File: config.mk
export PLATFORM = sky130hd
export DESIGN_NAME = obstacle_scan_steering_fsm_core_flat
export DESIGN_NICKNAME = d
export VERILOG_FILES = /design/src/hw/rtl/oss_pkg.sv /design/src/hw/rtl/oss_dist_if.sv /design/src/hw/rtl/oss_res_if.sv /design/src/hw/rtl/obstacle_scan_steering_fsm_core.sv /design/src/hw/rtl/oss_steer.sv /design/src/flat_wrapper.sv
export SDC_FILE = /design/constraint.sdc
export NUM_CORES = 1
export LEC_CHECK = 0
export BUFFER_PORTS_ARGS = -buffer_cell sky130_fd_sc_hd__buf_2
export CAP_MARGIN = 20
export CELL_PAD_IN_SITES_DETAIL_PLACEMENT = 2
export CELL_PAD_IN_SITES_GLOBAL_PLACEMENT = 2
export CORE_AREA = 2 2 99 101
export DETAILED_ROUTE_END_ITERATION = 12
export DIE_AREA = 0 0 101 103
export PLACE_DENSITY_LB_ADDON = 0.1
export RECOVER_POWER = 25
export SYNTH_ARGS = -nofsm -noshare
export SYNTH_HDL_FRONTEND = slang
export SYNTH_SLANG_ARGS = --single-unit
File: constraint.sdc
create_clock -name clk -period 2.1 [get_ports clk]
set_clock_uncertainty 0.05 [all_clocks]
set_input_delay 0.42 -clock clk [delete_from_list [all_inputs] [get_ports clk]]
set_output_delay 0.42 -clock clk [all_outputs]
set_load 0.005 [all_outputs]
File: src/hw/rtl/oss_pkg.sv
// Package for the obstacle scan steering block: codes, result struct,
// sweep angle table. No dependencies.
package oss_pkg;

    localparam int DIST_W  = 16;
    localparam int ANGLE_W = 8;
    localparam int MS_W    = 10;
    localparam int DIR_W   = 3;
    localparam int PHASE_W = 2;

    localparam logic [DIST_W-1:0] SAFE_DISTANCE_RESET = 16'd30;

    // Look directions: far left, left, left-front, centre, right-front, right, far right
    localparam logic [DIR_W-1:0] DIR_FAR_LEFT    = 3'd0;
    localparam logic [DIR_W-1:0] DIR_LEFT        = 3'd1;
    localparam logic [DIR_W-1:0] DIR_LEFT_FRONT  = 3'd2;
    localparam logic [DIR_W-1:0] DIR_CENTRE      = 3'd3;
    localparam logic [DIR_W-1:0] DIR_RIGHT_FRONT = 3'd4;
    localparam logic [DIR_W-1:0] DIR_RIGHT       = 3'd5;
    localparam logic [DIR_W-1:0] DIR_FAR_RIGHT   = 3'd6;

    typedef enum logic [2:0] {
        ACT_KEEP  = 3'd0,
        ACT_STOP  = 3'd1,
        ACT_LEFT  = 3'd2,
        ACT_RIGHT = 3'd3,
        ACT_REV   = 3'd4
    } motor_action_t;

    typedef struct packed {
        logic                servo_update;
        logic [ANGLE_W-1:0]  servo_angle;
        motor_action_t       motor_action;
        logic [MS_W-1:0]     action_ms;
        logic [DIR_W-1:0]    look_direction;
    } oss_result_t;

    // Servo angle for each sweep phase while the way ahead is clear
    function automatic logic [ANGLE_W-1:0] sweep_angle(input logic [PHASE_W-1:0] phase);
        logic [ANGLE_W-1:0] ang;
        unique case (phase)
            2'd0:    ang = 8'd135;
            2'd1:    ang = 8'd90;
            2'd2:    ang = 8'd45;
            default: ang = 8'd90;
        endcase
        return ang;
    endfunction

endpackage

File: src/hw/rtl/oss_dist_if.sv
// Channel carrying one range measurement item.
// Depends on oss_pkg for widths.
interface oss_dist_if
    import oss_pkg::*;
();
    logic              valid;
    logic              ready;
    logic [DIST_W-1:0] distance;

    modport source (output valid, output distance, input ready);
    modport sink   (input valid, input distance, output ready);
endinterface

File: src/hw/rtl/oss_res_if.sv
// Channel carrying one steering result item.
// Depends on oss_pkg for widths.
interface oss_res_if
    import oss_pkg::*;
();
    logic               valid;
    logic               ready;
    logic               servo_update;
    logic [ANGLE_W-1:0] servo_angle;
    logic [2:0]         motor_action;
    logic [MS_W-1:0]    action_ms;
    logic [DIR_W-1:0]   look_direction;

    modport source (output valid, output servo_update, output servo_angle,
                    output motor_action, output action_ms, output look_direction,
                    input ready);
    modport sink   (input valid, input servo_update, input servo_angle,
                    input motor_action, input action_ms, input look_direction,
                    output ready);
endinterface

File: src/hw/rtl/obstacle_scan_steering_fsm_core.sv
// Top level of the obstacle scan steering block: input register, config
// register, result register. Depends on oss_pkg, oss_dist_if, oss_res_if, oss_steer.
//
//   channel   dir   handshake        payload
//   meas      in    valid / ready    distance
//   res       out   valid / ready    servo_update, servo_angle, motor_action,
//                                    action_ms, look_direction
//   cfg       in    cfg_wr_en        cfg_wr_data (safe_distance)
//
// From acceptance to result valid an item passes the input register, loaded at the
// accepting edge, then the result register, which loads the decision from oss_steer.
// One item is taken every cycle unless stalled; only the result register can stall.
// rst_n clears both valid flags and the sweep phase, and sets the look direction
// to centre and safe_distance to 30. A stalled result holds its register and the
// input register keeps one more item before meas.ready drops.
module obstacle_scan_steering_fsm_core
    import oss_pkg::*;
(
    input  logic              clk,
    input  logic              rst_n,
    input  logic              cfg_wr_en,
    input  logic [DIST_W-1:0] cfg_wr_data,
    oss_dist_if.sink          meas,
    oss_res_if.source         res
);

    logic [DIST_W-1:0] safe_distance_reg;
    logic              in_valid_reg;
    logic [DIST_W-1:0] in_distance_reg;
    logic              out_valid_reg;
    oss_result_t       out_result_reg;
    oss_result_t       step_result;
    logic              out_load;
    logic              advance;

    // Move an item forward when the result register is free or draining
    assign out_load   = !out_valid_reg || res.ready;
    assign advance    = in_valid_reg && out_load;
    assign meas.ready = !in_valid_reg || out_load;

    // Hold the safe distance register
    always_ff @(posedge clk or negedge rst_n)
    begin
        if (!rst_n)
            safe_distance_reg <= SAFE_DISTANCE_RESET;
        else if (cfg_wr_en)
            safe_distance_reg <= cfg_wr_data;
    end

    // Capture the incoming item
    always_ff @(posedge clk or negedge rst_n)
    begin
        if (!rst_n)
            in_valid_reg <= 1'b0;
        else if (meas.ready)
            in_valid_reg <= meas.valid;
    end

    always_ff @(posedge clk)
    begin
        if (meas.valid && meas.ready)
            in_distance_reg <= meas.distance;
    end

    oss_steer u_steer (
        .clk           (clk),
        .rst_n         (rst_n),
        .advance       (advance),
        .distance      (in_distance_reg),
        .safe_distance (safe_distance_reg),
        .result        (step_result)
    );

    // Load or drain the result register
    always_ff @(posedge clk or negedge rst_n)
    begin
        if (!rst_n)
            out_valid_reg <= 1'b0;
        else if (out_load)
            out_valid_reg <= in_valid_reg;
    end

    always_ff @(posedge clk)
    begin
        if (advance)
            out_result_reg <= step_result;
    end

    assign res.valid          = out_valid_reg;
    assign res.servo_update   = out_result_reg.servo_update;
    assign res.servo_angle    = out_result_reg.servo_angle;
    assign res.motor_action   = 3'(out_result_reg.motor_action);
    assign res.action_ms      = out_result_reg.action_ms;
    assign res.look_direction = out_result_reg.look_direction;

endmodule

File: src/hw/rtl/oss_steer.sv
// Steering decision: look direction and sweep phase registers plus the
// per-reading decision table. Depends on oss_pkg.
module oss_steer
    import oss_pkg::*;
(
    input  logic              clk,
    input  logic              rst_n,
    input  logic              advance,
    input  logic [DIST_W-1:0] distance,
    input  logic [DIST_W-1:0] safe_distance,
    output oss_result_t       result
);

    logic [DIR_W-1:0]   direction_reg, direction_next;
    logic [PHASE_W-1:0] phase_reg, phase_next;
    logic               blocked;

    assign blocked = distance < safe_distance;

    // Decide servo and motor commands from direction and reading
    always_comb
    begin
        result.servo_update = 1'b1;
        result.servo_angle  = 8'd90;
        result.motor_action = ACT_KEEP;
        result.action_ms    = '0;
        direction_next      = DIR_CENTRE;
        phase_next          = phase_reg;
        unique case (direction_reg)
            DIR_CENTRE:
            begin
                if (blocked)
                begin
                    result.motor_action = ACT_STOP;
                    result.servo_angle  = 8'd120;
                    direction_next      = DIR_LEFT_FRONT;
                    phase_next          = '0;
                end
                else
                begin
                    result.servo_angle = sweep_angle(phase_reg);
                    phase_next         = phase_reg + 2'd1;
                end
            end
            DIR_LEFT_FRONT:
            begin
                if (blocked)
                begin
                    result.servo_angle = 8'd150;
                    direction_next     = DIR_LEFT;
                end
                else
                begin
                    result.motor_action = ACT_LEFT;
                    result.action_ms    = 10'd220;
                end
            end
            DIR_LEFT:
            begin
                if (blocked)
                begin
                    result.servo_angle = 8'd180;
                    direction_next     = DIR_FAR_LEFT;
                end
                else
                begin
                    result.motor_action = ACT_LEFT;
                    result.action_ms    = 10'd440;
                end
            end
            DIR_FAR_LEFT:
            begin
                if (blocked)
                begin
                    result.servo_angle = 8'd60;
                    direction_next     = DIR_RIGHT_FRONT;
                end
                else
                begin
                    result.motor_action = ACT_LEFT;
                    result.action_ms    = 10'd660;
                end
            end
            DIR_RIGHT_FRONT:
            begin
                if (blocked)
                begin
                    result.servo_angle = 8'd30;
                    direction_next     = DIR_RIGHT;
                end
                else
                begin
                    result.motor_action = ACT_RIGHT;
                    result.action_ms    = 10'd220;
                end
            end
            DIR_RIGHT:
            begin
                if (blocked)
                begin
                    result.servo_angle = 8'd0;
                    direction_next     = DIR_FAR_RIGHT;
                end
                else
                begin
                    result.motor_action = ACT_RIGHT;
                    result.action_ms    = 10'd440;
                end
            end
            DIR_FAR_RIGHT:
            begin
                if (blocked)
                begin
                    // reverse without moving the servo, then treat as left-front
                    result.servo_update = 1'b0;
                    result.servo_angle  = '0;
                    result.motor_action = ACT_REV;
                    result.action_ms    = 10'd300;
                    direction_next      = DIR_LEFT_FRONT;
                end
                else
                begin
                    result.motor_action = ACT_RIGHT;
                    result.action_ms    = 10'd700;
                end
            end
            default:
            begin
                // unreachable code: do nothing and hold it
                result.servo_update = 1'b0;
                result.servo_angle  = '0;
                direction_next      = direction_reg;
            end
        endcase
        result.look_direction = direction_next;
    end

    // Advance state when the item moves into the result register
    always_ff @(posedge clk or negedge rst_n)
    begin
        if (!rst_n)
        begin
            direction_reg <= DIR_CENTRE;
            phase_reg     <= '0;
        end
        else if (advance)
        begin
            direction_reg <= direction_next;
            phase_reg     <= phase_next;
        end
    end

endmodule
File: src/flat_wrapper.sv
// flat-port wrapper written by rule: the top's interface ports become plain ports
module obstacle_scan_steering_fsm_core_flat import oss_pkg::*;
  (clk, rst_n, cfg_wr_en, cfg_wr_data, meas_valid, meas_distance, meas_ready, res_valid, res_servo_update, res_servo_angle, res_motor_action, res_action_ms, res_look_direction, res_ready);
  oss_dist_if meas_i ();
  oss_res_if res_i ();
  input  logic clk;
  input  logic rst_n;
  input  logic cfg_wr_en;
  input  logic [DIST_W-1:0] cfg_wr_data;
  input wire logic [$bits(meas_i.valid)-1:0] meas_valid;
  input wire logic [$bits(meas_i.distance)-1:0] meas_distance;
  output wire logic [$bits(meas_i.ready)-1:0] meas_ready;
  output wire logic [$bits(res_i.valid)-1:0] res_valid;
  output wire logic [$bits(res_i.servo_update)-1:0] res_servo_update;
  output wire logic [$bits(res_i.servo_angle)-1:0] res_servo_angle;
  output wire logic [$bits(res_i.motor_action)-1:0] res_motor_action;
  output wire logic [$bits(res_i.action_ms)-1:0] res_action_ms;
  output wire logic [$bits(res_i.look_direction)-1:0] res_look_direction;
  input wire logic [$bits(res_i.ready)-1:0] res_ready;
  assign meas_i.valid = meas_valid;
  assign meas_i.distance = meas_distance;
  assign meas_ready = meas_i.ready;
  assign res_valid = res_i.valid;
  assign res_servo_update = res_i.servo_update;
  assign res_servo_angle = res_i.servo_angle;
  assign res_motor_action = res_i.motor_action;
  assign res_action_ms = res_i.action_ms;
  assign res_look_direction = res_i.look_direction;
  assign res_i.ready = res_ready;
  obstacle_scan_steering_fsm_core u_core (.clk(clk), .rst_n(rst_n), .cfg_wr_en(cfg_wr_en), .cfg_wr_data(cfg_wr_data), .meas(meas_i), .res(res_i));
endmodule
Word level (Yosys, flattened, before mapping)
Cells that the tools add are included.
{ "word_totals": {"reg_bits": 64, "input_bits": 37, "output_inout_bits": 27, "wordCells": 58} }
{ "op_classes": {"n_addsub": 1, "order_cmp": 1, "n_eq_ne": 7, "n_mux": 27, "n_reduce_logical": 11} }
{ "ops": {"columns": ["op", "count"], "rows": [
  ["$mux W12", 5],
  ["$pmux W10 S6", 1],
  ["$pmux W8 S7", 1],
  ["$mux W8", 3],
  ["$mux W7", 3],
  ["$pmux W3 S7", 1],
  ["$pmux W3 S6", 1],
  ["$lt A16 B16 Y1", 1],
  ["$pmux W8 S2", 1],
  ["$mux W13", 1],
  ["$eq A3 B3 Y1 const B", 3],
  ["$mux W3", 3],
  ["$mux W9", 1],
  ["$eq A3 B2 Y1 const B", 2],
  ["$mux W2", 3],
  ["$reduce_or A6 Y1", 1],
  ["$eq A3 B1 Y1 const B", 1],
  ["$logic_not A3 Y1", 1],
  ["$add A2 B1 Y2 const B", 1],
  ["$eq A2 B2 Y1 const B", 1],
  ["$logic_and A1 B1 Y1", 2],
  ["$logic_not A1 Y1", 2],
  ["$logic_not A2 Y1", 1],
  ["$logic_or A1 B1 Y1", 2],
  ["4 further kinds", 5]
]} }

Logic depth before layout (Yosys ltp)
{ "logic_depth": {"ltp_word": 4, "depth_mapped": 8, "depth_no_buf": 7} }

By module
A second synthesis with hierarchy kept.
{ "hier_totals": {"cells_unflattened": 233, "area_unflattened_um2": 3045.4} }
{ "by_module_without_submodules": {"columns": ["module", "n_inst", "cells_each", "area_per_inst_um2", "seq_area_each_um2"], "rows": [
  ["obstacle_scan_steering_fsm_core", 1, 83, 1974.4, 1686.6],
  ["oss_steer", 1, 150, 1071.0, 127.6]
]} }

Least setup slack after synthesis
No wires, ideal clock.
{ "synth_timing": {"path_type": "flip-flop to flip-flop", "startpoint": "register u_core.safe_distance_reg[1]", "endpoint": "register u_core.out_result_reg (netlist bit u_core.res.servo_angle[6]), data pin", "setup_ps": 265, "t_arrival_ps": 2017, "required_time_ps": 1785, "path_slack_ps": -232, "stages_incl_launch_ff": 8, "n_path_buf": 1, "synth_period_minus_slack_ps": 2332, "cell_sequence": "dfstp_2 > inv_1 > ha_1 > a2111o_1 > a311oi_2 > and2_2 > buf_4 > o22ai_1"} }
{ "synth_rtl": {"columns": ["element", "line", "text"], "rows": [
  ["start, declared", "obstacle_scan_steering_fsm_core.sv:27", "logic [DIST_W-1:0] safe_distance_reg;"],
  ["start signal, assigned", "obstacle_scan_steering_fsm_core.sv:47", "safe_distance_reg <= cfg_wr_data;"],
  ["end signal, assigned", "obstacle_scan_steering_fsm_core.sv:86", "out_result_reg <= step_result;"],
  ["end, declared", "obstacle_scan_steering_fsm_core.sv:31", "oss_result_t out_result_reg;"]
]} }

==> results.cfg <==
[outcome]
violations = negative setup slack
status = finished, violations left

[clock_tree]
clk_path_buf_depth = 2
clk_pin_slew_ns = 0.07
clk_latency_ns = 0.35
cts_tree = yes
numCtsBuffers = 9
htreeDepth = 3
ctsRootBufferMaster = clkbuf_8
cts.sinks = 61

[critical_path]
slowest_stage = dfstp_2
reg2reg_depth = 9
crit_fanout = 5
r2r_setup_slack_ns = -0.32
reg2reg_to = u_core.res.servo_angle[1]
cp.arrival_ns = 2.47
criticalPathCategory = reg -> reg
path_cells = inv_2, ha_4, a2111o_1, a311oi_4, buf_6, buf_6, buf_4, nand2_4, o211a_1
crit_start = u_core.safe_distance_reg[1]
startpoint_type = flop
cp_common_cell = buf_6
path_depth = 9
max_stage_delay_ns = 0.53
reg2reg_from = u_core.safe_distance_reg[1]
path_buf_inv = 4
cp.required_ns = 2.15
path_delay_family = compound AO/OA/AOI/OAI gates
worstSetupEndpointType = flop

[pwr]
p_sw_mw = 1.40
intPower_mw = 2.77
comb_power_share_pct = 33.9
clkPwrFrac_pct = 24.2
finalPower_mw = 4.17
p_leak_nw = 1.69
powerDensity_nw_per_um2 = 1060
netSwitchingFraction_pct = 33.6
vdd_ir_drop_max_mv = 0.311
p_seq_share_pct = 41.9

[timing]
setup_viol = 27
slew_headroom_pct = 6.15
drv_slew = 0
layout_setup_ws_ns = -0.318
setup_tns_ns = -4.77
worst_slew_pin_slew_ns = 1.41
clock.fmax_mhz = 414
period_needed_ns = 2.42
grt_setup_unrepaired = true
timing.final.crit_share_pct = 115
hold_viol = 0

[logic_synthesis]
synth_ff_type = edfxtp_1
synth-async-reset-ratio_pct = 37.7
synth_edf_count = 38
yosysSeqAreaShare_pct = 59.5
synth_top_cell_by_area = edfxtp_1
ys_top_cells_by_count = edfxtp_1 (38), nand2_1 (27), inv_1 (24), o21ai_0 (21), ha_1 (19)
ys_types = 45
syn_area_per_cell_um2 = 11.9
synth_area_um2 = 2900
syn_inst = 243
yosys_warnings = 0
synth_most_common_cell = edfxtp_1
synth_area_leaders = edfxtp_1 (39%), dfrtp_1 (15%), ha_1 (8.2%)
netlist.area_leader.share_pct = 39.4
ys_ff_latch = 61

[floorplan]
fp-row-count = 36
coreArea_um2 = 9460
die_w_um = 101
pin_count = 64
initial_core_util_pct = 30.6
dieHeight_um = 103
die_area_um2 = 10400

[grt]
grt_usage_pct = 15.7
antenna_found_initial = 0
grt_pass1_wl_mm = 12.2
grt_overflow = 0
grt_max_degree = 32
grt_pass1_vias = 2371

[worst_hold_path]
holdPathStages = 1
whs_endpoint = u_core.in_distance_reg[4]
hold_path.class = in -> reg
hp-start = meas_distance[4]

[route]
dr.pass1.iters = 4
ant_nets = 0
vias = 2225
drtIter0Drc = 35
wl_per_cell_um = 16.4
via_per_inst = 4.84
drc = 0
wl_mm = 7.55

[job]
maxCapViolations = 0

[placed_design]
routabilityCongestion = 0.797
port_buffers = 61
dp.cells = 431
hpwl_mm = 5.11

[cells_and_area]
num-nets-final = 397
instances_no_fill = 460
syn_to_final_growth_pct = 35.8
drive_above_1_share_pct = 43.1
nFillCells = 1007
antenna_cells = 0
[power groups by stage]
stage | Combinational [mW] | Sequential, mW | Clock, mW
2_1_floorplan | 0.866 | 1.70 | 0
3_3_place_gp | 1.21 | 1.76 | 0
3_5_place_dp | 1.24 | 1.77 | 0
4_1_cts | 1.33 | 1.75 | 1.05
5_1_grt | 1.57 | 1.78 | 1.12
6_report | 1.41 | 1.75 | 1.01
[worst register-to-register path: cells and delay by family, from the launching register on]
kind / cells / cell delay [ns]
AO/OA/AOI/OAI: 3 / 0.92
buffers and inverters: 4 / 0.43
flip-flops: 1 / 0.53
adder cells (fa/ha/maj): 1 / 0.20
AND/OR/NAND/NOR: 1 / 0.05
[stage by stage]
step	instance area, µm²	hold WS, ns	worst slack, ns	utilization, %
floorplan	2950	0.0744	-0.106	-
global placement	3470	0.412	-0.294	36.6
detailed placement	3470	0.416	-0.319	36.6
CTS	3790	0.0375	-0.286	40.1
global route	3940	0.176	-0.398	41.6
finish	3940	0.193	-0.318	41.6
[per-layer routing]
metal	part of all wire (%)	track usage, %
met5	0	0
met4	2.1	7.17
met3	3.3	3.12
met2	52	27.2
met1	42	18.9
[cells in the final DEF (no fill, tap or decap), types with 2 or more instances in the layout]
| master | count |
|---|---|
| buf_2 | 60 |
| edfxtp_1 | 38 |
| buf_4 | 31 |
| nand2_1 | 26 |
| inv_1 | 22 |
| o21ai_0 | 20 |
| dfrtp_1 | 17 |
| ha_1 | 14 |
| clkbuf_8 | 9 |
| nor2_1 | 8 |
| buf_6 | 7 |
| a21oi_1 | 6 |
| nand3_1 | 6 |
| dfstp_2 | 6 |
| nand2b_1 | 5 |
| ha_4 | 5 |
| clkinv_2 | 5 |
| o22ai_1 | 4 |
| nand4_1 | 3 |
| a211oi_2 | 3 |
| a21oi_4 | 3 |
| inv_2 | 2 |
| nor3_2 | 2 |
| and2_1 | 2 |
| a32o_1 | 2 |
| nor3_1 | 2 |
| a22o_1 | 2 |
| a21oi_2 | 2 |
| nand3b_1 | 2 |
| o211a_1 | 2 |
| conb_1 | 2 |
| clkbuf_1 | 2 |
[how the worst max path moves through the flow]
stage	endpoint	slack, ns
floorplan	u_core.res.servo_angle[2]	-0.11
global placement	u_core.res.look_direction[1]	-0.29
detailed placement	u_core.res.servo_angle[3]	-0.32
CTS	u_core.res.servo_angle[7]	-0.29
global route	u_core.res.servo_angle[7]	-0.40
finish	u_core.res.servo_angle[1]	-0.32
[layout make-up]
| type | instances | area, µm² | area share [%] |
|---|---|---|---|
| multi-input combinational | 144 | 1170 | 29.6 |
| timing repair buffer | 100 | 627 | 15.9 |
| inverter | 25 | 93.8 | 2.38 |
| sequential | 61 | 1720 | 43.8 |
| clock buffer | 10 | 128 | 3.24 |
| tap | 114 | 143 | 3.62 |
| clock inverter | 6 | 55.1 | 1.40 |
[logic make-up after synthesis]
| kind of cell | count (synthesis) | share of synthesized area (%) |
|---|---|---|
| buf+inv | 39 | 7.51 |
| flops | 61 | 59.5 |
| compound gates | 58 | 13.5 |
| simple gates | 62 | 10.2 |
| other cells | 1 | 0.129 |
| fa+ha+maj | 19 | 8.20 |
| mux | 1 | 0.388 |
| xor+xnor | 2 | 0.604 |
[what timing repair did]
item                       4_1_cts  5_1_grt
gates resized for setup         19       16
cloned                           2        0
hold endpoints to repair         0        0
hold buffers                     0        0
setup endpoints to repair       27       27
pin swaps                       15       18
setup buffers                    6        6
No activity file was read; power rests on OpenSTA's default activity.
